<file path="config.mk">
export PLATFORM = sky130hd
export DESIGN_NAME = adsr_div_cell
export DESIGN_NICKNAME = d
export VERILOG_FILES = /design/src/rtl/adsr_envelope_level_unit_macros.svh /design/src/rtl/adsr_pkg.sv /design/src/rtl/adsr_div_cell.sv
export SDC_FILE = /design/constraint.sdc
export NUM_CORES = 1
export LEC_CHECK = 0
export ABC_AREA = 1
export BUFFER_PORTS_ARGS = -buffer_cell sky130_fd_sc_hd__buf_2
export CAP_MARGIN = 5
export CELL_PAD_IN_SITES_DETAIL_PLACEMENT = 1
export CELL_PAD_IN_SITES_GLOBAL_PLACEMENT = 1
export CORE_ASPECT_RATIO = 0.8
export CORE_MARGIN = 5
export CORE_UTILIZATION = 37
export CTS_CLUSTER_SIZE = 25
export DETAILED_ROUTE_END_ITERATION = 8
export PLACE_DENSITY_LB_ADDON = 0.05
export RECOVER_POWER = 50
export SYNTH_ARGS = -nofsm -noshare
export SYNTH_HDL_FRONTEND = slang
export SYNTH_SLANG_ARGS = --single-unit
export TNS_END_PERCENT = 10
</file>
<file path="constraint.sdc">
create_clock -name clk -period 4.42 [get_ports clk]
set_input_delay 0 -clock clk [delete_from_list [all_inputs] [get_ports clk]]
set_output_delay 0 -clock clk [all_outputs]
set_load 0.01 [all_outputs]
</file>
<file path="src/rtl/adsr_envelope_level_unit_macros.svh">
// Assertion macros shared by the envelope level unit RTL.
`ifndef ADSR_ENVELOPE_LEVEL_UNIT_MACROS_SVH
`define ADSR_ENVELOPE_LEVEL_UNIT_MACROS_SVH
`ifndef SYNTHESIS
// Check a property on every clock edge outside reset.
`define ADSR_ASSERT(lbl, prop, msg) \
  lbl: assert property (@(posedge clk) disable iff (!rst_n) prop) else $error(msg);
// Check a property on every clock edge, reset included.
`define ADSR_ASSERT_RST(lbl, prop, msg) \
  lbl: assert property (@(posedge clk) prop) else $error(msg);
`else
`define ADSR_ASSERT(lbl, prop, msg)
`define ADSR_ASSERT_RST(lbl, prop, msg)
`endif
`endif

</file>
<file path="src/rtl/adsr_pkg.sv">
// Shared constants and register codes for the envelope level unit.
`default_nettype none
package adsr_pkg;

  localparam int TIME_BITS_DEF  = 24;
  localparam int LEVEL_BITS_DEF = 16;
  localparam int CFG_IDX_W      = 3;

  localparam int PEAK_RESET    = 32768;
  localparam int ATTACK_RESET  = 4410;
  localparam int DECAY_RESET   = 4410;
  localparam int SUSTAIN_RESET = 6554;
  localparam int FADE_RESET    = 8820;

  typedef enum logic [CFG_IDX_W-1:0] {
    REG_PEAK    = 3'd0,
    REG_ATTACK  = 3'd1,
    REG_DECAY   = 3'd2,
    REG_SUSTAIN = 3'd3,
    REG_FADE    = 3'd4
  } cfg_reg_t;

endpackage
`default_nettype wire

</file>
<file path="src/rtl/adsr_div_cell.sv">
// One restoring-division cell: one quotient bit per transaction, passed to the next cell.
`default_nettype none
module adsr_div_cell #(
  parameter int W  = adsr_pkg::TIME_BITS_DEF,
  parameter int Q  = adsr_pkg::LEVEL_BITS_DEF,
  parameter int SW = 1
) (
  input  logic          clk,
  input  logic          rst_n,
  input  logic          up_valid,
  output logic          up_ready,
  input  logic [W-1:0]  up_rem,
  input  logic [Q-1:0]  up_acc,
  input  logic [W-1:0]  up_div,
  input  logic [SW-1:0] up_side,
  output logic          dn_valid,
  input  logic          dn_ready,
  output logic [W-1:0]  dn_rem,
  output logic [Q-1:0]  dn_acc,
  output logic [W-1:0]  dn_div,
  output logic [SW-1:0] dn_side
);

  logic          valid_r;
  logic [W-1:0]  rem_r;
  logic [Q-1:0]  acc_r;
  logic [W-1:0]  div_r;
  logic [SW-1:0] side_r;

  logic [W:0]    trial;
  logic [W:0]    diff;
  logic          ge;
  logic [W-1:0]  rem_nxt;
  logic [Q-1:0]  acc_nxt;

  // Numerator bits leave the top of acc, quotient bits enter at the bottom.
  assign trial   = {up_rem, up_acc[Q-1]};
  assign diff    = trial - {1'b0, up_div};
  assign ge      = (trial >= {1'b0, up_div});
  assign rem_nxt = ge ? diff[W-1:0] : trial[W-1:0];
  assign acc_nxt = {up_acc[Q-2:0], ge};

  assign up_ready = !valid_r || dn_ready;

  always_ff @(posedge clk) begin
    if (!rst_n) begin
      valid_r <= 1'b0;
    end else if (up_ready) begin
      valid_r <= up_valid;
    end
  end

  always_ff @(posedge clk) begin
    if (up_ready && up_valid) begin
      rem_r  <= rem_nxt;
      acc_r  <= acc_nxt;
      div_r  <= up_div;
      side_r <= up_side;
    end
  end

  assign dn_valid = valid_r;
  assign dn_rem   = rem_r;
  assign dn_acc   = acc_r;
  assign dn_div   = div_r;
  assign dn_side  = side_r;

endmodule
`default_nettype wire

</file>
Yosys cells after proc, flatten, opt, wreduce, memory -nomap -nowiden
Index checks and enable logic that the tools add are counted.
{"block": "totals", "regBits": 66, "output_inout_bits": 67}
{"block": "op_classes", "add_sub_neg": 1, "magnitude_cmp": 1, "n_mux": 1, "reduce_logical": 3}
{"cell": "$ge 25x24->1", "count": 1}
{"cell": "$mux 24", "count": 1}
{"cell": "$sub 24x24->24", "count": 1}
{"cell": "$logic_and 1x1->1", "count": 1}
{"cell": "$logic_not 1->1", "count": 1}
{"cell": "$logic_or 1x1->1", "count": 1}

Logic depth before layout (Yosys ltp)
{"block": "logic_depth", "ltp_word": 3, "depth_mapped": 14}

Worst setup path before layout
No wires, ideal clock.
{"block": "synth_timing", "path_type": "reg-to-reg", "from": "register valid_r, in the netlist dn_valid", "to": "register acc_r[0], in the netlist dn_acc[0], enable pin", "setup_time_ns": 0.509, "t_arrival_ns": 3.535, "slack_ns": 0.376, "path_stages_with_launch": 2, "n_path_buf": 0, "synth_period_minus_slack_ns": 4.044, "cell_sequence": "dfxtp_1 a21oi_1"}
{"block": "synth_between", "elab_chain_cells": 3}
{"item": "start, declared", "line_no": "adsr_div_cell.sv:24", "source": "logic valid_r;"}
{"item": "start signal, assigned", "line_no": "adsr_div_cell.sv:49", "source": "valid_r <= up_valid;"}
{"item": "$logic_not 1->1", "line_no": "adsr_div_cell.sv:43", "source": "assign up_ready = !valid_r || dn_ready;"}
{"item": "$logic_or 1x1->1", "line_no": "adsr_div_cell.sv:43"}
{"item": "$logic_and 1x1->1", "line_no": "adsr_div_cell.sv:54", "source": "if (up_ready && up_valid) begin"}
{"item": "end signal, assigned", "line_no": "adsr_div_cell.sv:56", "source": "acc_r <= acc_nxt;"}
{"item": "end, declared", "line_no": "adsr_div_cell.sv:26", "source": "logic [Q-1:0] acc_r;"}
Every way passes these cells.
A chain may end at the register's enable or synchronous reset.

Final worst setup path
{"block": "layout_timing", "from": "input up_div[10]", "to": "register rem_r[15], in the netlist dn_rem[15] (data pin)"}
{"block": "layout_between", "elab_chain_cells": 2}
{"item": "start, declared", "line_no": "adsr_div_cell.sv:14", "source": "input logic [W-1:0] up_div,"}
{"item": "$sub 24x24->24 / $ge 25x24->1 (equally long branches)", "line_no": "adsr_div_cell.sv:38, adsr_div_cell.sv:39"}
{"item": "$mux 24 (*)", "line_no": "adsr_div_cell.sv:40", "source": "assign rem_nxt = ge ? diff[W-1:0] : trial[W-1:0];"}
{"item": "net rem_nxt[15]", "line_no": "adsr_div_cell.sv:33", "source": "logic [W-1:0] rem_nxt;"}
{"item": "end signal, assigned", "line_no": "adsr_div_cell.sv:55", "source": "rem_r <= rem_nxt;"}
{"item": "end, declared", "line_no": "adsr_div_cell.sv:25", "source": "logic [W-1:0] rem_r;"}
Mark *: on every way through the listed nets, which the timed path passes. The rest lies on a longest branch.

==> reports/qor.txt <==
Synth Register Bits = 66
Mean Syn Cell Area = 7.83 um^2
Clock Pin Slew Worst Setup and Hold Paths = 0.06 ns
register area share after synthesis = 0.455
Net Sw Frac = 0.297
Net Count, Synth = 647
setup ws final = 1.22 ns
normalized max-slew margin = 0.326
antenna violations before repair = 0
H-tree depth = 3
IO Pins = 136
Critical Path End Type = flip-flop
Hold EP = dn_rem[19]
reg2reg end = dn_rem[17]
drt drc = 0
r2r setup slk = 2.85 ns
DIE AREA = 14000 um^2
Worst Hold Class = in -> reg
Net Switching = 597 uW
vias in the first global route = 4479
PD cells = 346 nW/um^2
Place WS = 1.52 ns
root buffer cell = clkbuf_16
cell area after layout = 5810 um^2
Synth Cell Area = 4330 um^2
P_int = 1410 uW
Compound-Gate Fraction of Synth Area = 0.0199
cts repair resizes = 0
max frequency = 313 MHz
routed len/inst = 16.6 um
total vias in the final route = 4229
combinational group share of total power = 0.230
P&R area growth vs syn = 34.1%
ratio of cells with drive above 1 in the final layout = 0.119
Synth Area in XOR/XNOR = 0.0222
Worst Path Arrival = 3.40 ns
Final min period = 3.20 ns
Synth Warn # = 0
Crit path largest cell delay = 0.79 ns
total negative slack = 0 ns
Leak = 0.00292 uW
GRT Residual Overflow = 0
global-route wire length before repair = 23200 um
chip height = 107 um
CTS tree = built
Critical Path Source Type = primary input
hold depth = 3
multiplexer area fraction after synthesis = 0
dpl cell area = 5160 um^2
status = complete, no violations
Slew Limit Fails = 0
VDD IR max = 0.296 mV
Initial Util = 0.377
final setup vio count = 0
crit path kind = in -> reg
Yosys cell types = 28
row cnt = 35
Synth Area in Adders = 0.0740
worst-path fanout max = 25
crit-path cells = dlygate4sd3_1, clkbuf_1, inv_1, ha_1, nand2_1, nor2_1, nand2_1, inv_1, nand4_2, nand3_4, nand2_1, nand2_1
Hold Violations, Final = 0
Hold Startpoint = up_rem[18]
Final Cycle Share = 0.723
DRT Wirelength = 14700 um
clk_skew = 0.00440 ns
worst reg2reg path startpoint = dn_valid
gpl congestion = 0.855
actual slew at the worst max-slew pin = 1.01 ns
Tot Pwr = 2010 uW
initial DRC count = 192
number of vias per cell = 4.76
Syn Inst Count = 553
RSZ-0062 raised after global routing = no
largest family of logic cells by synthesized area = simple AND/OR/NAND/NOR gates
Num CTS Buffers = 9
clk buf depth = 2
Tot GR Track Use = 0.215
reg2reg path depth = 2
Critical Path RT = 4.62 ns
maximum number of pins on one net before global-route repair = 66
nets = 829
Buffers on Ports = 135
drt first pass iters = 5
final HPWL from detailed placement = 10700 um
Crit-path slowest cell = nand4_2
Sequential Power Share = 0.382
Die Wd = 131 um
Antenna Cells = 0
Worst path most repeated cell = nand2_1
max cap viols = 0
# clock sinks = 66
clock latency on the worst-skew pair = 0.33 ns
Routed Antenna Nets = 0
clock power share = 0.387
area of the core = 11500 um^2
Post-Synth Simple-Gate Area = 0.315
[worst max-delay path by stage]
stage | from | endpoint
finish | up_div[10] | dn_rem[15]
CTS | up_div[10] | dn_rem[9]
global route | up_div[11] | dn_rem[19]
floorplan | dn_valid | dn_acc[0]
global placement | up_div[10] | dn_rem[22]
detailed placement | up_div[11] | dn_rem[9]
[state kept, by name (all words and copies together) (netlist names)]
name and count:
dn_acc 16, dn_rem 24, dn_valid 1, dn_div 24, dn_side 1
[synth_stat cells (all sizes together)]
cell type | number | share of area
a21boi | 1 | 0.0017
a21oi | 12 | 0.016
and2 | 1 | 0.0014
buf | 8 | 0.012
dfxtp | 1 | 0.0046
edfxtp | 65 | 0.45
fa | 1 | 0.0046
ha | 24 | 0.069
inv | 117 | 0.10
nand2 | 216 | 0.19
nand3 | 29 | 0.039
nand3b | 1 | 0.0017
nand4 | 31 | 0.046
nor2 | 30 | 0.029
nor3 | 4 | 0.0095
o21a | 1 | 0.0017
xnor2 | 1 | 0.0020
xor2 | 10 | 0.020
[worst max-delay path: cells and delay by family]
family | cells | cell delay, ns
adder cells (fa/ha/maj) | 1 | 0.34
AND/OR/NAND/NOR | 7 | 2.19
buffers and inverters | 4 | 0.86
[metal layers]
metal,up-vias,part of all wire,global-route usage
met1,1981,0.46,0.285
met5,-,0,0
li1,2117,-,-
met2,117,0.47,0.365
met4,0,0.011,0.0463
met3,14,0.056,0.0374
[power by group through the flow]
stage	combinational (uW)	sequential [uW]	clock [uW]
after floorplan	249	812	0
after global placement	433	777	0
after detailed placement	447	780	0
after CTS	481	768	796
after global routing	524	774	825
final	463	769	779
[metrics by stage]
step	hold WS, ns	cells	utilization
4_1_cts	0.00266	888	0.515
3_5_place_dp	0.179	830	0.450
5_1_grt	0.0275	888	0.506
2_1_floorplan	0.0989	553	-
3_3_place_gp	0.176	830	0.450
6_report	0.0104	888	0.506
[cell families (layout without fill, tap and decap cells)]
family	after synthesis	in the layout
buf+inv	125	312
simple gates	312	312
flops	66	66
xor+xnor	11	11
fa+ha+maj	25	25
compound gates	14	14
[cell type report]
cell class | instances | area, um^2
fill | 1477 | 5670
sequential | 66 | 1970
multi-input combinational | 362 | 1880
timing repair buffer | 179 | 1010
inverter | 117 | 439
clock buffer | 9 | 225
tap | 148 | 185
clock inverter | 7 | 93.8
[cells in the final DEF, fill, tap and decap left out, drive strengths merged, types with 2 or more instances in the layout]
cell,Yosys,routed
dlygate4sd3,0,42
xor2,10,10
a21oi,12,12
edfxtp,65,65
nor2,30,30
nand3,29,29
nor3,4,4
ha,24,24
clkbuf,0,89
inv,117,117
buf,8,57
bufinv,0,2
nand4,31,31
nand2,216,216
clkinv,0,4
[what timing repair did]
| item | 4_1_cts | 5_1_grt |
|---|---|---|
| endpoints found under the hold margin | 41 | 0 |
| hold buffers | 42 | 0 |
| buffers inserted | 0 | 0 |
Power figures use the tool's default switching activity.
