[config.mk]
export PLATFORM = sky130hd
export DESIGN_NAME = adsr_fade_prep
export DESIGN_NICKNAME = d
export VERILOG_FILES = /design/src/rtl/adsr_envelope_level_unit_macros.svh /design/src/rtl/adsr_pkg.sv /design/src/rtl/adsr_fade_prep.sv
export SDC_FILE = /design/constraint.sdc
export NUM_CORES = 1
export LEC_CHECK = 0
export BUFFER_PORTS_ARGS = -buffer_cell sky130_fd_sc_hd__buf_2
export CAP_MARGIN = 40
export CELL_PAD_IN_SITES_DETAIL_PLACEMENT = 0
export CELL_PAD_IN_SITES_GLOBAL_PLACEMENT = 1
export CORE_MARGIN = 3
export CORE_UTILIZATION = 51
export DETAILED_ROUTE_END_ITERATION = 10
export PLACE_DENSITY = 0.88
export SYNTH_ARGS = -nofsm -noshare
export SYNTH_HDL_FRONTEND = slang
export SYNTH_SLANG_ARGS = --single-unit
[constraint.sdc]
create_clock -name clk -period 20.2 [get_ports clk]
set_input_delay 1.01 -clock clk [delete_from_list [all_inputs] [get_ports clk]]
set_output_delay 1.01 -clock clk [all_outputs]
set_load 0.1 [all_outputs]
[src/rtl/adsr_envelope_level_unit_macros.svh]
// Assertion macros shared by the envelope level unit RTL.
`ifndef ADSR_ENVELOPE_LEVEL_UNIT_MACROS_SVH
`define ADSR_ENVELOPE_LEVEL_UNIT_MACROS_SVH
`ifndef SYNTHESIS
// Check a property on every clock edge outside reset.
`define ADSR_ASSERT(lbl, prop, msg) \
  lbl: assert property (@(posedge clk) disable iff (!rst_n) prop) else $error(msg);
// Check a property on every clock edge, reset included.
`define ADSR_ASSERT_RST(lbl, prop, msg) \
  lbl: assert property (@(posedge clk) prop) else $error(msg);
`else
`define ADSR_ASSERT(lbl, prop, msg)
`define ADSR_ASSERT_RST(lbl, prop, msg)
`endif
`endif

[src/rtl/adsr_pkg.sv]
// Shared constants and register codes for the envelope level unit.
`default_nettype none
package adsr_pkg;

  localparam int TIME_BITS_DEF  = 24;
  localparam int LEVEL_BITS_DEF = 16;
  localparam int CFG_IDX_W      = 3;

  localparam int PEAK_RESET    = 32768;
  localparam int ATTACK_RESET  = 4410;
  localparam int DECAY_RESET   = 4410;
  localparam int SUSTAIN_RESET = 6554;
  localparam int FADE_RESET    = 8820;

  typedef enum logic [CFG_IDX_W-1:0] {
    REG_PEAK    = 3'd0,
    REG_ATTACK  = 3'd1,
    REG_DECAY   = 3'd2,
    REG_SUSTAIN = 3'd3,
    REG_FADE    = 3'd4
  } cfg_reg_t;

endpackage
`default_nettype wire

[src/rtl/adsr_fade_prep.sv]
// Release fade product and saturation check ahead of the second divider chain.
`default_nettype none
module adsr_fade_prep #(
  parameter int TIME_BITS  = adsr_pkg::TIME_BITS_DEF,
  parameter int LEVEL_BITS = adsr_pkg::LEVEL_BITS_DEF
) (
  input  logic                   clk,
  input  logic                   rst_n,
  input  logic                   up_valid,
  output logic                   up_ready,
  input  logic [LEVEL_BITS-1:0]  up_h,
  input  logic [2*TIME_BITS:0]   up_side,
  input  logic [TIME_BITS-1:0]   fade,
  output logic                   dn_valid,
  input  logic                   dn_ready,
  output logic [TIME_BITS-1:0]   dn_rem,
  output logic [LEVEL_BITS-1:0]  dn_acc,
  output logic [TIME_BITS-1:0]   dn_div,
  output logic                   dn_sat
);

  localparam int PROD_W = LEVEL_BITS + TIME_BITS + 1;

  logic                  s1_valid_r;
  logic [PROD_W-1:0]     s1_n_r;
  logic                  s1_pos_r;
  logic                  s1_rel_r;
  logic [LEVEL_BITS-1:0] s1_h_r;
  logic [TIME_BITS-1:0]  s1_f_r;

  logic                  rel;
  logic [TIME_BITS-1:0]  t_cur;
  logic [TIME_BITS-1:0]  t_rel;
  logic [TIME_BITS-1:0]  f_eff;
  logic [TIME_BITS+1:0]  span;
  logic                  pos_nxt;
  logic [PROD_W-1:0]     n_nxt;

  logic                  s2_valid_r;
  logic [TIME_BITS-1:0]  s2_rem_r;
  logic [LEVEL_BITS-1:0] s2_acc_r;
  logic [TIME_BITS-1:0]  s2_div_r;
  logic                  s2_sat_r;

  logic [TIME_BITS:0]    hi;
  logic                  sat;
  logic [TIME_BITS-1:0]  rem_nxt;
  logic [LEVEL_BITS-1:0] acc_nxt;
  logic [TIME_BITS-1:0]  div_nxt;
  logic                  sat_nxt;
  logic                  s1_ready;

  assign rel   = up_side[2*TIME_BITS];
  assign t_cur = up_side[2*TIME_BITS-1:TIME_BITS];
  assign t_rel = up_side[TIME_BITS-1:0];
  assign f_eff = (fade == '0) ? TIME_BITS'(1) : fade;

  // span = release time + fade - elapsed, two's complement
  assign span    = {2'b00, t_rel} + {2'b00, f_eff} - {2'b00, t_cur};
  assign pos_nxt = !span[TIME_BITS+1] && (span != '0) && (up_h != '0);
  assign n_nxt   = PROD_W'(up_h) * PROD_W'(span[TIME_BITS:0]);

  assign hi  = s1_n_r[PROD_W-1:LEVEL_BITS];
  assign sat = (hi >= {1'b0, s1_f_r});

  // bypass cases run through the chain as a divide by one
  always_comb begin
    rem_nxt = '0;
    div_nxt = TIME_BITS'(1);
    sat_nxt = 1'b0;
    if (!s1_rel_r) begin
      acc_nxt = s1_h_r;
    end else if (!s1_pos_r) begin
      acc_nxt = '0;
    end else if (sat) begin
      acc_nxt = '1;
      sat_nxt = 1'b1;
    end else begin
      rem_nxt = hi[TIME_BITS-1:0];
      acc_nxt = s1_n_r[LEVEL_BITS-1:0];
      div_nxt = s1_f_r;
    end
  end

  assign s1_ready = !s2_valid_r || dn_ready;
  assign up_ready = !s1_valid_r || s1_ready;

  always_ff @(posedge clk) begin
    if (!rst_n) begin
      s1_valid_r <= 1'b0;
      s2_valid_r <= 1'b0;
    end else begin
      if (up_ready) begin
        s1_valid_r <= up_valid;
      end
      if (s1_ready) begin
        s2_valid_r <= s1_valid_r;
      end
    end
  end

  always_ff @(posedge clk) begin
    if (up_ready && up_valid) begin
      s1_n_r   <= n_nxt;
      s1_pos_r <= pos_nxt;
      s1_rel_r <= rel;
      s1_h_r   <= up_h;
      s1_f_r   <= f_eff;
    end
    if (s1_ready && s1_valid_r) begin
      s2_rem_r <= rem_nxt;
      s2_acc_r <= acc_nxt;
      s2_div_r <= div_nxt;
      s2_sat_r <= sat_nxt;
    end
  end

  assign dn_valid = s2_valid_r;
  assign dn_rem   = s2_rem_r;
  assign dn_acc   = s2_acc_r;
  assign dn_div   = s2_div_r;
  assign dn_sat   = s2_sat_r;

endmodule
`default_nettype wire

Word level (Yosys, flattened, before mapping). Cells that the tools add are included.

Flip-flop bits (word level): 150. Word-level logic and storage cells: 36.

$add $sub $neg: 2. Multiply operators: 1. $lt $le $gt $ge: 1. Mux-type cells: 5. Bitwise logic cells: 2. Reductions and logical operators: 14.

Operators with widths (count): 16-bit 2-to-1 mux (3); 16-bit by 25-bit multiplier with 41-bit output (1); 26-bit nonzero test (1); 25-bit by 24-bit subtractor with 26-bit output (1); 24-bit by 24-bit adder with 25-bit output (1); 25-bit by 24-bit greater-or-equal comparator with 1-bit output (1); 24-bit logical NOT (1); 24-bit 2-to-1 mux (1); 16-bit nonzero test (1); 1-bit logical AND (4); 1-bit logical NOT (3); 3-bit OR reduction (1); 1-bit logical OR (2); 1-bit inverter (2); 2-bit AND reduction (1); 1-bit 2-to-1 mux (1).

Depth between registers and ports, before layout.
Word-level depth: 7. Gate-level depth with buffers: 39.

Worst setup path after synthesis. OpenSTA, ideal clock, no wires.

Path type: input -> register. From: input fade[15]. To: register s1_n_r[37], data pin. Arrival: 9.732 ns. Required time: 19.941 ns. Setup slack: 10.209 ns. Stages: 36. Path buffers: 1. Path through: nor4_1 > nand4_1 > nor2_1 > nor2_1 > ha_1 > inv_1 > ha_1 > fa_1 > a211oi_1 > o21ai_0 > and3_1 > or3_1 > a21oi_1 > xnor2_1 > clkbuf_1 > nand2_1 > fa_1 > fa_1 > fa_1 > inv_1 > fa_1 > fa_1 > inv_1 > fa_1 > inv_1 > ha_1 > a21o_1 > a211o_1 > a41oi_1 > o21ai_1 > a211oi_2 > a2111oi_1 > or3_1 > a311o_1 > a21oi_2 > xnor2_1.

Cells in the longest elaborated chain, start to end: 5.

Ends and longest elaborated chain: from (decl) (RTL line adsr_fade_prep.sv:13) `input logic [TIME_BITS-1:0] fade,`; 24-bit logical NOT (RTL line adsr_fade_prep.sv:56) `assign f_eff = (fade == '0) ? TIME_BITS'(1) : fade;`; 24-bit 2-to-1 mux (*) (RTL line adsr_fade_prep.sv:56); 24-bit by 24-bit adder with 25-bit output (*) (RTL line adsr_fade_prep.sv:59) `assign span = {2'b00, t_rel} + {2'b00, f_eff} - {2'b00, t_cur};`; 25-bit by 24-bit subtractor with 26-bit output (*) (RTL line adsr_fade_prep.sv:59); 16-bit by 25-bit multiplier with 41-bit output (*) (RTL line adsr_fade_prep.sv:61) `assign n_nxt = PROD_W'(up_h) * PROD_W'(span[TIME_BITS:0]);`; net n_nxt[37] (RTL line adsr_fade_prep.sv:37) `logic [PROD_W-1:0] n_nxt;`; to (signal assigned) (RTL line adsr_fade_prep.sv:104) `s1_n_r <= n_nxt;`; to (decl) (RTL line adsr_fade_prep.sv:25) `logic [PROD_W-1:0] s1_n_r;`.

The timed path passes the listed nets; every way through them passes the cells marked *. A chain may end at the register's enable or synchronous reset.

Worst setup path after layout.
From: input fade[23]. To: register s1_n_r[37], data pin.

Same word-level chain as after synthesis.

==> summary.md <==
| Metric | Value |
|---|---|
| Status | finished clean |
| Vias per inst | 5.48 |
| Total CTS buffers | 17 |
| RR Endpoint | dn_div[0] |
| Largest net degree at the start of global routing | 66 |
| 1st-pass router iterations | 5 |
| Horiz. Die Dim | 208 µm |
| Root Driver | clkbuf_16 |
| Dominant synthesized flop cell | edfxtp_1 |
| Worst path max stage delay | 0.54 ns |
| Initial antenna violation count | 0 |
| Clock Skew | 0.00812 ns |
| Worst hold start | s1_valid_r |
| Cts repair resizes | 0 |
| Worst-Margin Slew | 0.857 ns |
| Core ar. | 0.0399 mm² |
| Synthesized flop and latch total | 150 |
| CTS Hold Bufs | 0 |
| Final ANT Viol Nets | 0 |
| Count of final max-slew check failures | 0 |
| GP Congestion | 0.939 |
| CTS clk-pin slew, worst paths | 0.06 ns |
| Starting Density | 52.0% |
| Global-route usage over all layers | 26.1% |
| Syn_area_per_cell | 9.58 µm² |
| Hold worst-path end | dn_valid |
| Critical path arrival | 10.75 ns |
| Synth area leaders | fa_1 33%, edfxtp_1 21%, ha_1 9.8% |
| Synth area leader | fa_1 |
| Relative slew slack | 42.8% |
| Gate Count Post-Synth | 2164 |
| Nets@finish | 2858 |
| Final setup TNS | 0 ns |
| CTS tree | yes |
| Worst-path fanout max | 17 |
| Dpl cell area | 0.0221 mm² |
| Setup crit end kind | register |
| First-pass GRT wire length | 88.8 mm |
| Most frequent CP cell | fa_1 |
| Required time worst endpoint | 20.38 ns |
| Fmax | 94.6 MHz |
| Async set-reset flop share out of synthesis | 0% |
| Number of cell rows | 73 |
| Fin area | 0.0226 mm² |
| DRT iter0 DRCs | 1241 |
| Setup Fix Bufs, Post-CTS | 0 |
| Count of final setup violators | 0 |
| Vias | 15322 |
| Register-to-register setup slack | 16.87 ns |
| Final Hold Viols | 0 |
| Clock buffer depth | 2 |
| Seq/Total Area, Yosys | 21.6% |
| Worst r2r path cells | 11 |
| RSZ-0062 raised after global routing | no |
| Die area | 0.0431 mm² |
| Mapped Area | 0.0207 mm² |
| Port Buffers | 159 |
| Hold WS | 0.546 ns |
| Reg-to-Reg Start | s1_n_r[21] |
| Distinct cells, synth | 57 |
| Share of cells above drive strength 1 | 10.4% |
| Gr ovfl total | 0 |
| Layout area overhead | 9.20% |
| Hold Path Cell Cnt | 1 |
| Die Y | 208 µm |
| Hold WC Path Type | register to register |
| Synth top area share | 33.2% |
| Final Util | 56.7% |
| Ys Warns | 0 |
| Fin crit period | 10.57 ns |
| Dpl hpwl | 40.9 mm |
| Clock latency on the worst-skew pair | 0.43 ns |
| Post-route DRC | 0 |
| I/O pins | 160 |
| Number of synthesized flops with an enable pin | 148 |
| Critical path's slowest cell | fa_1 |
| MaxCap Viol Count | 0 |
| Vias in the first global route | 15948 |
| Max H-tree Level | 4 |
| Post-Syn Nets | 2763 |
| Startpoint types | primary input |
| Total Routed Length | 55.2 mm |
| Setup Crit Path Kind | primary input to register |
| Final period util | 52.3% |
| Most frequent cells in the layout | 495 x inv_1, 344 x fa_1, 266 x nand2_1, 188 x and2_1, 162 x ha_1 |
| Per-cell routed wire length | 19.7 µm |
| Clock sink count | 150 |
| Commonest non-fill, non-tap cell in the layout | inv_1 |
## worst max path at each step
stage	start	endpoint	slack, ns	depth (start not counted)
5_1_grt	fade[15]	s1_n_r[37]	9.05	37
3_5_place_dp	fade[23]	s1_n_r[37]	9.18	37
3_3_place_gp	fade[15]	s1_n_r[37]	9.32	37
6_report	fade[23]	s1_n_r[37]	9.63	37
2_1_floorplan	fade[15]	s1_n_r[37]	10.21	36
4_1_cts	fade[23]	s1_n_r[37]	9.60	37
## area by class of cell
class | instances | area (µm²)
inverter | 495 | 1860
timing repair buffer | 188 | 1040
multi-input combinational | 1407 | 14000
tap | 525 | 657
clock buffer | 18 | 429
antenna | 1 | 2.50
sequential | 150 | 4480
clock inverter | 14 | 136
fill | 3399 | 17300
## worst max-delay path, delay by kind of cell
kind / cells / cell delay, ns
xor+xnor: 2 / 0.22
buf+inv: 6 / 0.61
fa+ha+maj: 10 / 4.35
simple gates: 8 / 1.93
compound gates: 11 / 2.63
## cell usage after synthesis (13+ instances only)
cell type  number
fa_1          344
a21oi_1        61
nand2_1       266
xnor2_1        44
o211ai_1       24
nor3_1         35
o21ai_0        46
clkbuf_1      106
edfxtp_1      148
nor2_1         39
ha_1          162
nand4_1        13
and3_1         14
a21o_1         31
xor2_1         14
nor4_1         15
inv_1         495
and2_1        189
## through the flow
stage                     cells  setup slack (ns)
after global routing       2797              9.05
final                      2798              9.63
after global placement     2762              9.32
after detailed placement   2765              9.18
after CTS                  2797              9.60
after floorplan            2164             10.21
## flip-flops by register name (all words and copies together) (netlist names)
signal and count:
s1_rel_r 1, dn_valid 1, dn_rem 24, s1_valid_r 1, s1_n_r 41, dn_sat 1
s1_h_r 16, dn_acc 16, dn_div 24, s1_f_r 24, s1_pos_r 1
## cell families (layout without fill, tap and decap cells)
kind of cell,count (synthesis),count (layout),synth area share (%)
fa+ha+maj,506,506,43.0
buf+inv,607,715,11.0
simple gates,606,606,14.4
compound gates,237,237,7.54
xor+xnor,58,58,2.45
flops,150,150,21.6
other cells,0,1,0
## routing by layer
metal | up-vias | global-route usage, % | part of all wire [%]
li1 | 6891 | - | -
met3 | 77 | 4.40 | 7.9
met5 | - | 0 | 0
met2 | 684 | 41.6 | 46
met4 | 0 | 6.98 | 2.4
met1 | 7670 | 37.4 | 43
Power is left out: the tool's default activity adds up to more than one toggle a clock period on the data nets, which glitch-free logic cannot reach.
