### config.mk
export PLATFORM = sky130hd
export DESIGN_NAME = adsr_held_prep
export DESIGN_NICKNAME = d
export VERILOG_FILES = /design/src/rtl/adsr_envelope_level_unit_macros.svh /design/src/rtl/adsr_pkg.sv /design/src/rtl/adsr_held_prep.sv
export SDC_FILE = /design/constraint.sdc
export NUM_CORES = 2
export LEC_CHECK = 0
export ABC_AREA = 1
export BUFFER_PORTS_ARGS = -buffer_cell sky130_fd_sc_hd__buf_2
export CAP_MARGIN = 5
export CORE_ASPECT_RATIO = 1.4
export CORE_MARGIN = 5
export CORE_UTILIZATION = 40
export DETAILED_ROUTE_END_ITERATION = 8
export GPL_TIMING_DRIVEN = 0
export PLACE_DENSITY_LB_ADDON = 0.25
export RECOVER_POWER = 25
export SYNTH_ARGS = -nofsm -noshare
export SYNTH_HDL_FRONTEND = slang
export SYNTH_SLANG_ARGS = --single-unit
### constraint.sdc
create_clock -name clk -period 13.8 [get_ports clk]
set_clock_uncertainty 0.15 [all_clocks]
set_input_delay 0.69 -clock clk [delete_from_list [all_inputs] [get_ports clk]]
set_output_delay 0.69 -clock clk [all_outputs]
set_load 0.01 [all_outputs]
### src/rtl/adsr_envelope_level_unit_macros.svh
// Assertion macros shared by the envelope level unit RTL.
`ifndef ADSR_ENVELOPE_LEVEL_UNIT_MACROS_SVH
`define ADSR_ENVELOPE_LEVEL_UNIT_MACROS_SVH
`ifndef SYNTHESIS
// Check a property on every clock edge outside reset.
`define ADSR_ASSERT(lbl, prop, msg) \
  lbl: assert property (@(posedge clk) disable iff (!rst_n) prop) else $error(msg);
// Check a property on every clock edge, reset included.
`define ADSR_ASSERT_RST(lbl, prop, msg) \
  lbl: assert property (@(posedge clk) prop) else $error(msg);
`else
`define ADSR_ASSERT(lbl, prop, msg)
`define ADSR_ASSERT_RST(lbl, prop, msg)
`endif
`endif

### src/rtl/adsr_pkg.sv
// Shared constants and register codes for the envelope level unit.
`default_nettype none
package adsr_pkg;

  localparam int TIME_BITS_DEF  = 24;
  localparam int LEVEL_BITS_DEF = 16;
  localparam int CFG_IDX_W      = 3;

  localparam int PEAK_RESET    = 32768;
  localparam int ATTACK_RESET  = 4410;
  localparam int DECAY_RESET   = 4410;
  localparam int SUSTAIN_RESET = 6554;
  localparam int FADE_RESET    = 8820;

  typedef enum logic [CFG_IDX_W-1:0] {
    REG_PEAK    = 3'd0,
    REG_ATTACK  = 3'd1,
    REG_DECAY   = 3'd2,
    REG_SUSTAIN = 3'd3,
    REG_FADE    = 3'd4
  } cfg_reg_t;

endpackage
`default_nettype wire

### src/rtl/adsr_held_prep.sv
// Held-note piece selection and numerator build ahead of the first divider chain.
`default_nettype none
module adsr_held_prep #(
  parameter int TIME_BITS  = adsr_pkg::TIME_BITS_DEF,
  parameter int LEVEL_BITS = adsr_pkg::LEVEL_BITS_DEF
) (
  input  logic                   clk,
  input  logic                   rst_n,
  input  logic                   up_valid,
  output logic                   up_ready,
  input  logic [TIME_BITS-1:0]   elapsed,
  input  logic                   let_go,
  input  logic [TIME_BITS-1:0]   let_go_at,
  input  logic [LEVEL_BITS-1:0]  peak,
  input  logic [TIME_BITS-1:0]   attack,
  input  logic [TIME_BITS-1:0]   decay,
  input  logic [LEVEL_BITS-1:0]  sustain,
  output logic                   dn_valid,
  input  logic                   dn_ready,
  output logic [TIME_BITS-1:0]   dn_rem,
  output logic [LEVEL_BITS-1:0]  dn_acc,
  output logic [TIME_BITS-1:0]   dn_div,
  output logic [2*TIME_BITS:0]   dn_side
);

  localparam int NUM_W = TIME_BITS + LEVEL_BITS;

  typedef enum logic [1:0] {
    SEG_ATTACK  = 2'd0,
    SEG_DECAY   = 2'd1,
    SEG_SUSTAIN = 2'd2
  } seg_t;

  // stage 1: pick the piece and form both products
  logic                  s1_valid_r;
  seg_t                  s1_seg_r;
  logic [NUM_W-1:0]      s1_m1_r;
  logic [NUM_W-1:0]      s1_m2_r;
  logic                  s1_up_r;
  logic [2*TIME_BITS:0]  s1_side_r;

  logic [TIME_BITS-1:0]  t_sel;
  logic [TIME_BITS:0]    ad_sum;
  logic                  is_att;
  logic                  is_dec;
  logic [TIME_BITS-1:0]  dt;
  logic                  up_nxt;
  logic [LEVEL_BITS-1:0] dpk;
  logic [TIME_BITS-1:0]  ma;
  seg_t                  seg_nxt;
  logic [NUM_W-1:0]      m1_nxt;
  logic [NUM_W-1:0]      m2_nxt;

  // stage 2: numerator split into remainder seed and low bits
  logic                  s2_valid_r;
  logic [TIME_BITS-1:0]  s2_rem_r;
  logic [LEVEL_BITS-1:0] s2_acc_r;
  logic [TIME_BITS-1:0]  s2_div_r;
  logic [2*TIME_BITS:0]  s2_side_r;

  logic [NUM_W:0]        sum;
  logic [NUM_W-1:0]      num_nxt;
  logic [TIME_BITS-1:0]  div_nxt;
  logic                  s1_ready;

  assign t_sel  = let_go ? let_go_at : elapsed;
  assign ad_sum = {1'b0, attack} + {1'b0, decay};
  assign is_att = (t_sel < attack);
  assign is_dec = ({1'b0, t_sel} < ad_sum);
  assign dt     = t_sel - attack;
  assign up_nxt = (sustain > peak);
  assign dpk    = up_nxt ? (sustain - peak) : (peak - sustain);
  assign ma     = is_att ? t_sel : decay;
  assign m1_nxt = NUM_W'(ma) * NUM_W'(peak);
  assign m2_nxt = NUM_W'(dt) * NUM_W'(dpk);

  always_comb begin
    if (is_att) begin
      seg_nxt = SEG_ATTACK;
    end else if (is_dec) begin
      seg_nxt = SEG_DECAY;
    end else begin
      seg_nxt = SEG_SUSTAIN;
    end
  end

  assign sum = {1'b0, s1_m1_r} + {1'b0, s1_m2_r};

  always_comb begin
    unique case (s1_seg_r)
      SEG_ATTACK: begin
        num_nxt = s1_m1_r;
        div_nxt = attack;
      end
      SEG_DECAY: begin
        // falling decay clamps at zero, rising decay adds
        if (s1_up_r) begin
          num_nxt = sum[NUM_W-1:0];
        end else if (s1_m1_r > s1_m2_r) begin
          num_nxt = s1_m1_r - s1_m2_r;
        end else begin
          num_nxt = '0;
        end
        div_nxt = decay;
      end
      SEG_SUSTAIN: begin
        num_nxt = NUM_W'(sustain);
        div_nxt = TIME_BITS'(1);
      end
      default: begin
        num_nxt = '0;
        div_nxt = TIME_BITS'(1);
      end
    endcase
  end

  assign s1_ready = !s2_valid_r || dn_ready;
  assign up_ready = !s1_valid_r || s1_ready;

  always_ff @(posedge clk) begin
    if (!rst_n) begin
      s1_valid_r <= 1'b0;
      s2_valid_r <= 1'b0;
    end else begin
      if (up_ready) begin
        s1_valid_r <= up_valid;
      end
      if (s1_ready) begin
        s2_valid_r <= s1_valid_r;
      end
    end
  end

  always_ff @(posedge clk) begin
    if (up_ready && up_valid) begin
      s1_seg_r  <= seg_nxt;
      s1_m1_r   <= m1_nxt;
      s1_m2_r   <= m2_nxt;
      s1_up_r   <= up_nxt;
      s1_side_r <= {let_go, elapsed, let_go_at};
    end
    if (s1_ready && s1_valid_r) begin
      s2_rem_r  <= num_nxt[NUM_W-1:LEVEL_BITS];
      s2_acc_r  <= num_nxt[LEVEL_BITS-1:0];
      s2_div_r  <= div_nxt;
      s2_side_r <= s1_side_r;
    end
  end

  assign dn_valid = s2_valid_r;
  assign dn_rem   = s2_rem_r;
  assign dn_acc   = s2_acc_r;
  assign dn_div   = s2_div_r;
  assign dn_side  = s2_side_r;

endmodule
`default_nettype wire

# Yosys cells after proc, flatten, opt, wreduce, memory -nomap -nowiden
# Cells that the tools add are included.
classes:
  multipliers: 2
  muxes: 8
  addsub: 6
  magnitude_cmp: 4
  reduce_logical: 7
  eq_ne: 2
ops:
  columns: ["operator", "n"]
  rows:
  - ["40-bit case mux with 3 select lines", 1]
  - ["24-bit by 16-bit multiplier with 40-bit output", 2]
  - ["40-bit two-way mux", 2]
  - ["24-bit two-way mux", 2]
  - ["24-bit case mux with 2 select lines", 1]
  - ["40-bit adder", 1]
  - ["40-bit > comparator", 1]
  - ["40-bit subtractor", 1]
  - ["16-bit subtractor", 2]
  - ["24-bit by 24-bit adder with 25-bit output", 1]
  - ["24-bit by 25-bit < comparator with 1-bit output", 1]
  - ["24-bit < comparator", 1]
  - ["24-bit subtractor", 1]
  - ["16-bit > comparator", 1]
  - ["16-bit two-way mux", 1]
  - ["2-bit by 1-bit == test with 1-bit output, second input constant", 1]
  - ["2-bit == test, second input constant", 1]
  - ["1-bit logical AND", 2]
  - ["1-bit zero test", 2]
  - ["2-bit zero test", 1]
  - ["1-bit logical OR", 2]
  - ["2-bit two-way mux", 1]
totals:
  inputBits: 133
  reg_bits: 247
  wordCells: 40

# Longest topological paths before layout
logic_depth:
  depth_word: 4
  depth_mapped: 43

# Least setup slack after synthesis
# No wires, ideal clock.
synth_timing:
  path_type: "input-to-reg"
  from: "input let_go"
  to: "register s1_m2_r[26], data pin"
  t_required_ns: 13.385
  path_slack_ns: 5.580
  stages: 38
  arrival_ns: 7.805
  path_cell_list: "clkbuf_1 > mux2i_1 > ha_1 > inv_1 > fa_1 > nand2_1 > inv_1 > nand2_1 > nand2_1 > nand2_1 > nand2_1 > a21oi_1 > o21ai_2 > nand2_1 > nand2_1 > nand2_1 > nand2_2 > inv_1 > [... 2 more ...] > fa_1 > inv_1 > fa_1 > inv_1 > fa_1 > inv_1 > fa_1 > fa_1 > inv_1 > fa_1 > inv_1 > ha_1 > a21o_1 > a21oi_1 > a21boi_0 > a21boi_0 > o21ai_0 > xor2_1"
synth_via:
  elab_chain_cells: 3
synth_lines:
  columns: ["element", "line_no", "source"]
  rows:
  - ["from (decl)", "adsr_held_prep.sv:12", "input logic let_go,"]
  - ["24-bit two-way mux", "adsr_held_prep.sv:66", "assign t_sel = let_go ? let_go_at : elapsed;"]
  - ["24-bit subtractor", "adsr_held_prep.sv:70", "assign dt = t_sel - attack;"]
  - ["24-bit by 16-bit multiplier with 40-bit output", "adsr_held_prep.sv:75", "assign m2_nxt = NUM_W'(dt) * NUM_W'(dpk);"]
  - ["via m2_nxt[26]", "adsr_held_prep.sv:52", "logic [NUM_W-1:0] m2_nxt;"]
  - ["to (signal assigned)", "adsr_held_prep.sv:138", "s1_m2_r <= m2_nxt;"]
  - ["to (decl)", "adsr_held_prep.sv:38", "logic [NUM_W-1:0] s1_m2_r;"]
# The timed path passes the listed nets, and every way through them passes these cells.
# A chain may end at the register's enable or synchronous reset.

# Worst setup path after layout
# Same ends and word-level chain as after synthesis.

==> impl_metrics.ini <==
[cts]
cts_hold_bufs = 0
h-tree-depth = 1
cts-root-buf = clkbuf_16
cts_made_buffers = 29
cts_post_setup_buffers_inserted = 0
post_cts.resized_instances = 0
worstSkewPairLatency_ns = 0.58
cts.reportedPaths.clkPinSlew_ns = 0.06
numClockSinks = 247
tritoncts_clock_tree = built
cts_buffer_depth = 3

[placement]
place_inst = 7730
detailedPlacementHpwl_mm = 161.3
place_congestion = 1.028
dpl_cell_area_mm2 = 0.04924
placement.io_buffers = 246

[synthesis]
synthesis.instances = 5989
synth.largest_area_cell = fa_1
synth-seq-cells = 247
synth_top_cell_area_share_pct = 26.89
yosys_warnings = 0
post_synth.cell_area_avg_um2 = 7.684
async_reset_ff_share_pct = 0
netlist_top_cells_area = fa_1 27%, edfxtp_1 16%, ha_1 11%, inv_1 11%, nand2_1 10%
netlist_area_mm2 = 0.04602
mappedNetlistNets = 7146
yosysSeqAreaShare_pct = 16.07
synth_cell_types = 62
ys_dominant_reg_cell = edfxtp_1
synth_enable_flop_cells = 245

[setup_path]
worst-r2r-cell-count = 12
timing.critical_path.arrival_ns = 10.72
timing.critical_path.from_type = input pin
crit_path_frequent_cell = fa_1
setup.worst_path.class = in2reg
critical_path.max_fanout = 11
end_kind = flop
critical_path_required_ns = 13.95
cp_slowest_cell = xnor2_1
critical_path.max_stage_delay_ns = 0.80

[route]
dr.first_iter.drc_count = 3366
drt_first_pass_iters = 7
totalWireLength_mm = 185.5
wl_met3_mm = 11.94
postRouteAntennaNets = 0
routedWlPerCell_um = 23.83
dr_wl_met2_mm = 88.83
avgViaCountPerCell = 5.355
routedLengthMet1_mm = 68.23
drc = 0
highest_layer = met5
vias = 41700

[run_status]
run_status = complete, but fails checks
failing_checks = max-capacitance violations, max-slew violations

[sta]
slew-limit-headroom_pct = -45.77
unrepaired_setup_endpoints_after_global_routing = false
min_clock_period_post_route_ns = 10.57
timing_worst_slew_pin_value_ns = 2.175
final.hold.worst_slack_ns = 0.1539
final.setup.tns_ns = 0
post-route-period-util_pct = 76.59
slew_violations = 70
finalHoldViolCount = 0
finalSetupViolations = 0
max_clock_freq_mhz = 94.61

[final_layout]
finish.net_count = 7428
drive_above_1_share_pct = 8.087
final_cell_area_mm2 = 0.05019
area_growth_syn_to_layout_pct = 9.065
final_cell_count_no_fill = 7787

[global_route]
grt_antenna_before_repair = 5
global_route_wire_length_before_repair_mm = 272.6
first_global_vias = 43030
grt_util_all_layers_pct = 30.28
global_route.overflow_total = 0
grt_max_degree = 92

[floorplanning]
core_area_mm2 = 0.1146
fp.dieW_um = 296.7
initial_standard_cell_utilization_of_the_core_pct = 40.16
die_area_mm2 = 0.1220
num_rows = 147
dieHeight_um = 411.3
top_level_ports = 248

[worst_hold_path]
worst_hold_path.num_cells = 1
worst_hold_path_type = in2reg

[job]
maxCapViolCount = 2
## state kept, by name, indices dropped and copies added (netlist names)
| name | flops |
|---|---|
| s1_m1_r | 40 |
| dn_side | 49 |
| s1_valid_r | 1 |
| dn_rem | 24 |
| dn_div | 24 |
| s1_seg_r | 2 |
| dn_valid | 1 |
| s1_up_r | 1 |
| dn_acc | 16 |
| s1_side_r | 49 |
| s1_m2_r | 40 |
## cells in the mapped netlist (all sizes together), types with 44 or more instances
master and n:
buf 87, clkbuf 72, nand2 1319, nor2 611, fa 618, xnor2 45
xor2 116, o21ai 178, edfxtp 245, ha 406, o21bai 49, a21oi 246
nand3 445, inv 1324, nor3 44
## final timing paths
check        slack [ns]                       to                     from
min reg2reg        0.26    dn_side[39]$_DFFE_PP_  s1_side_r[39]$_DFFE_PP_
min                0.15  s1_side_r[46]$_DFFE_PP_              elapsed[22]
max                3.23    s1_m2_r[26]$_DFFE_PP_                   let_go
max reg2reg        9.52      dn_rem[4]$_DFFE_PP_     s1_m1_r[0]$_DFFE_PP_
## metal layers
metal / vias up / track usage, %
met3: 545 / 3.850
met5: - / 0
met4: 2 / 20.81
met1: 20370 / 35.31
met2: 1731 / 51.61
li1: 19050 / -
## through the flow
step | setup slack [ns] | util, %
after floorplan | 5.580 | -
after global placement | 3.023 | 42.86
after detailed placement | 2.965 | 42.97
after CTS | 3.555 | 43.87
after global routing | 2.869 | 43.80
final | 3.230 | 43.80
## logic make-up after synthesis
kind of cell	synth area share [%]
and+or+nand+nor	22.79
adders and majority gates	37.92
buffers and inverters	12.82
DFF	16.07
xor gates and xnor gates	3.130
AOI/OAI and AO/OA	7.216
muxes	0.04351
## worst max-delay path: cells and delay by family
| kind | cells | cell delay (ns) |
|---|---|---|
| adder cells (fa/ha/maj) | 8 | 3.94 |
| buffers and inverters | 8 | 2.19 |
| AO/OA/AOI/OAI | 9 | 2.17 |
| XOR/XNOR | 2 | 1.00 |
| AND/OR/NAND/NOR | 5 | 0.70 |
## final cells by class
| type | count | area (um^2) |
|---|---|---|
| Antenna cell | 3 | 7.507 |
| Fill cell | 11960 | 64400 |
| Inverter | 1334 | 5019 |
| Clock buffer | 30 | 729.5 |
| Clock inverter | 24 | 301.5 |
| Tap cell | 1490 | 1864 |
| Buffer | 159 | 880.8 |
| Timing Repair Buffer | 251 | 1267 |
| Sequential cell | 247 | 7397 |
| Multi-Input combinational cell | 4249 | 32720 |
## cells in the final DEF (no fill, tap or decap), types with 15 or more instances in the layout
| cell type | n |
|---|---|
| inv_1 | 1310 |
| nand2_1 | 1221 |
| fa_1 | 618 |
| nor2_1 | 597 |
| nand3_1 | 439 |
| ha_1 | 406 |
| buf_2 | 267 |
| edfxtp_1 | 245 |
| a21oi_1 | 241 |
| o21ai_0 | 165 |
| xor2_1 | 112 |
| clkbuf_1 | 103 |
| nand2_2 | 86 |
| o21bai_1 | 48 |
| xnor2_1 | 45 |
| nor3_1 | 42 |
| nand4_1 | 36 |
| clkbuf_16 | 29 |
| a21o_1 | 28 |
| o22ai_1 | 23 |
| a31oi_1 | 22 |
| buf_6 | 17 |
| clkinv_1 | 15 |
Power is not shown: default switching activity piles up to over one toggle a cycle in this logic, so the estimate is an artifact.
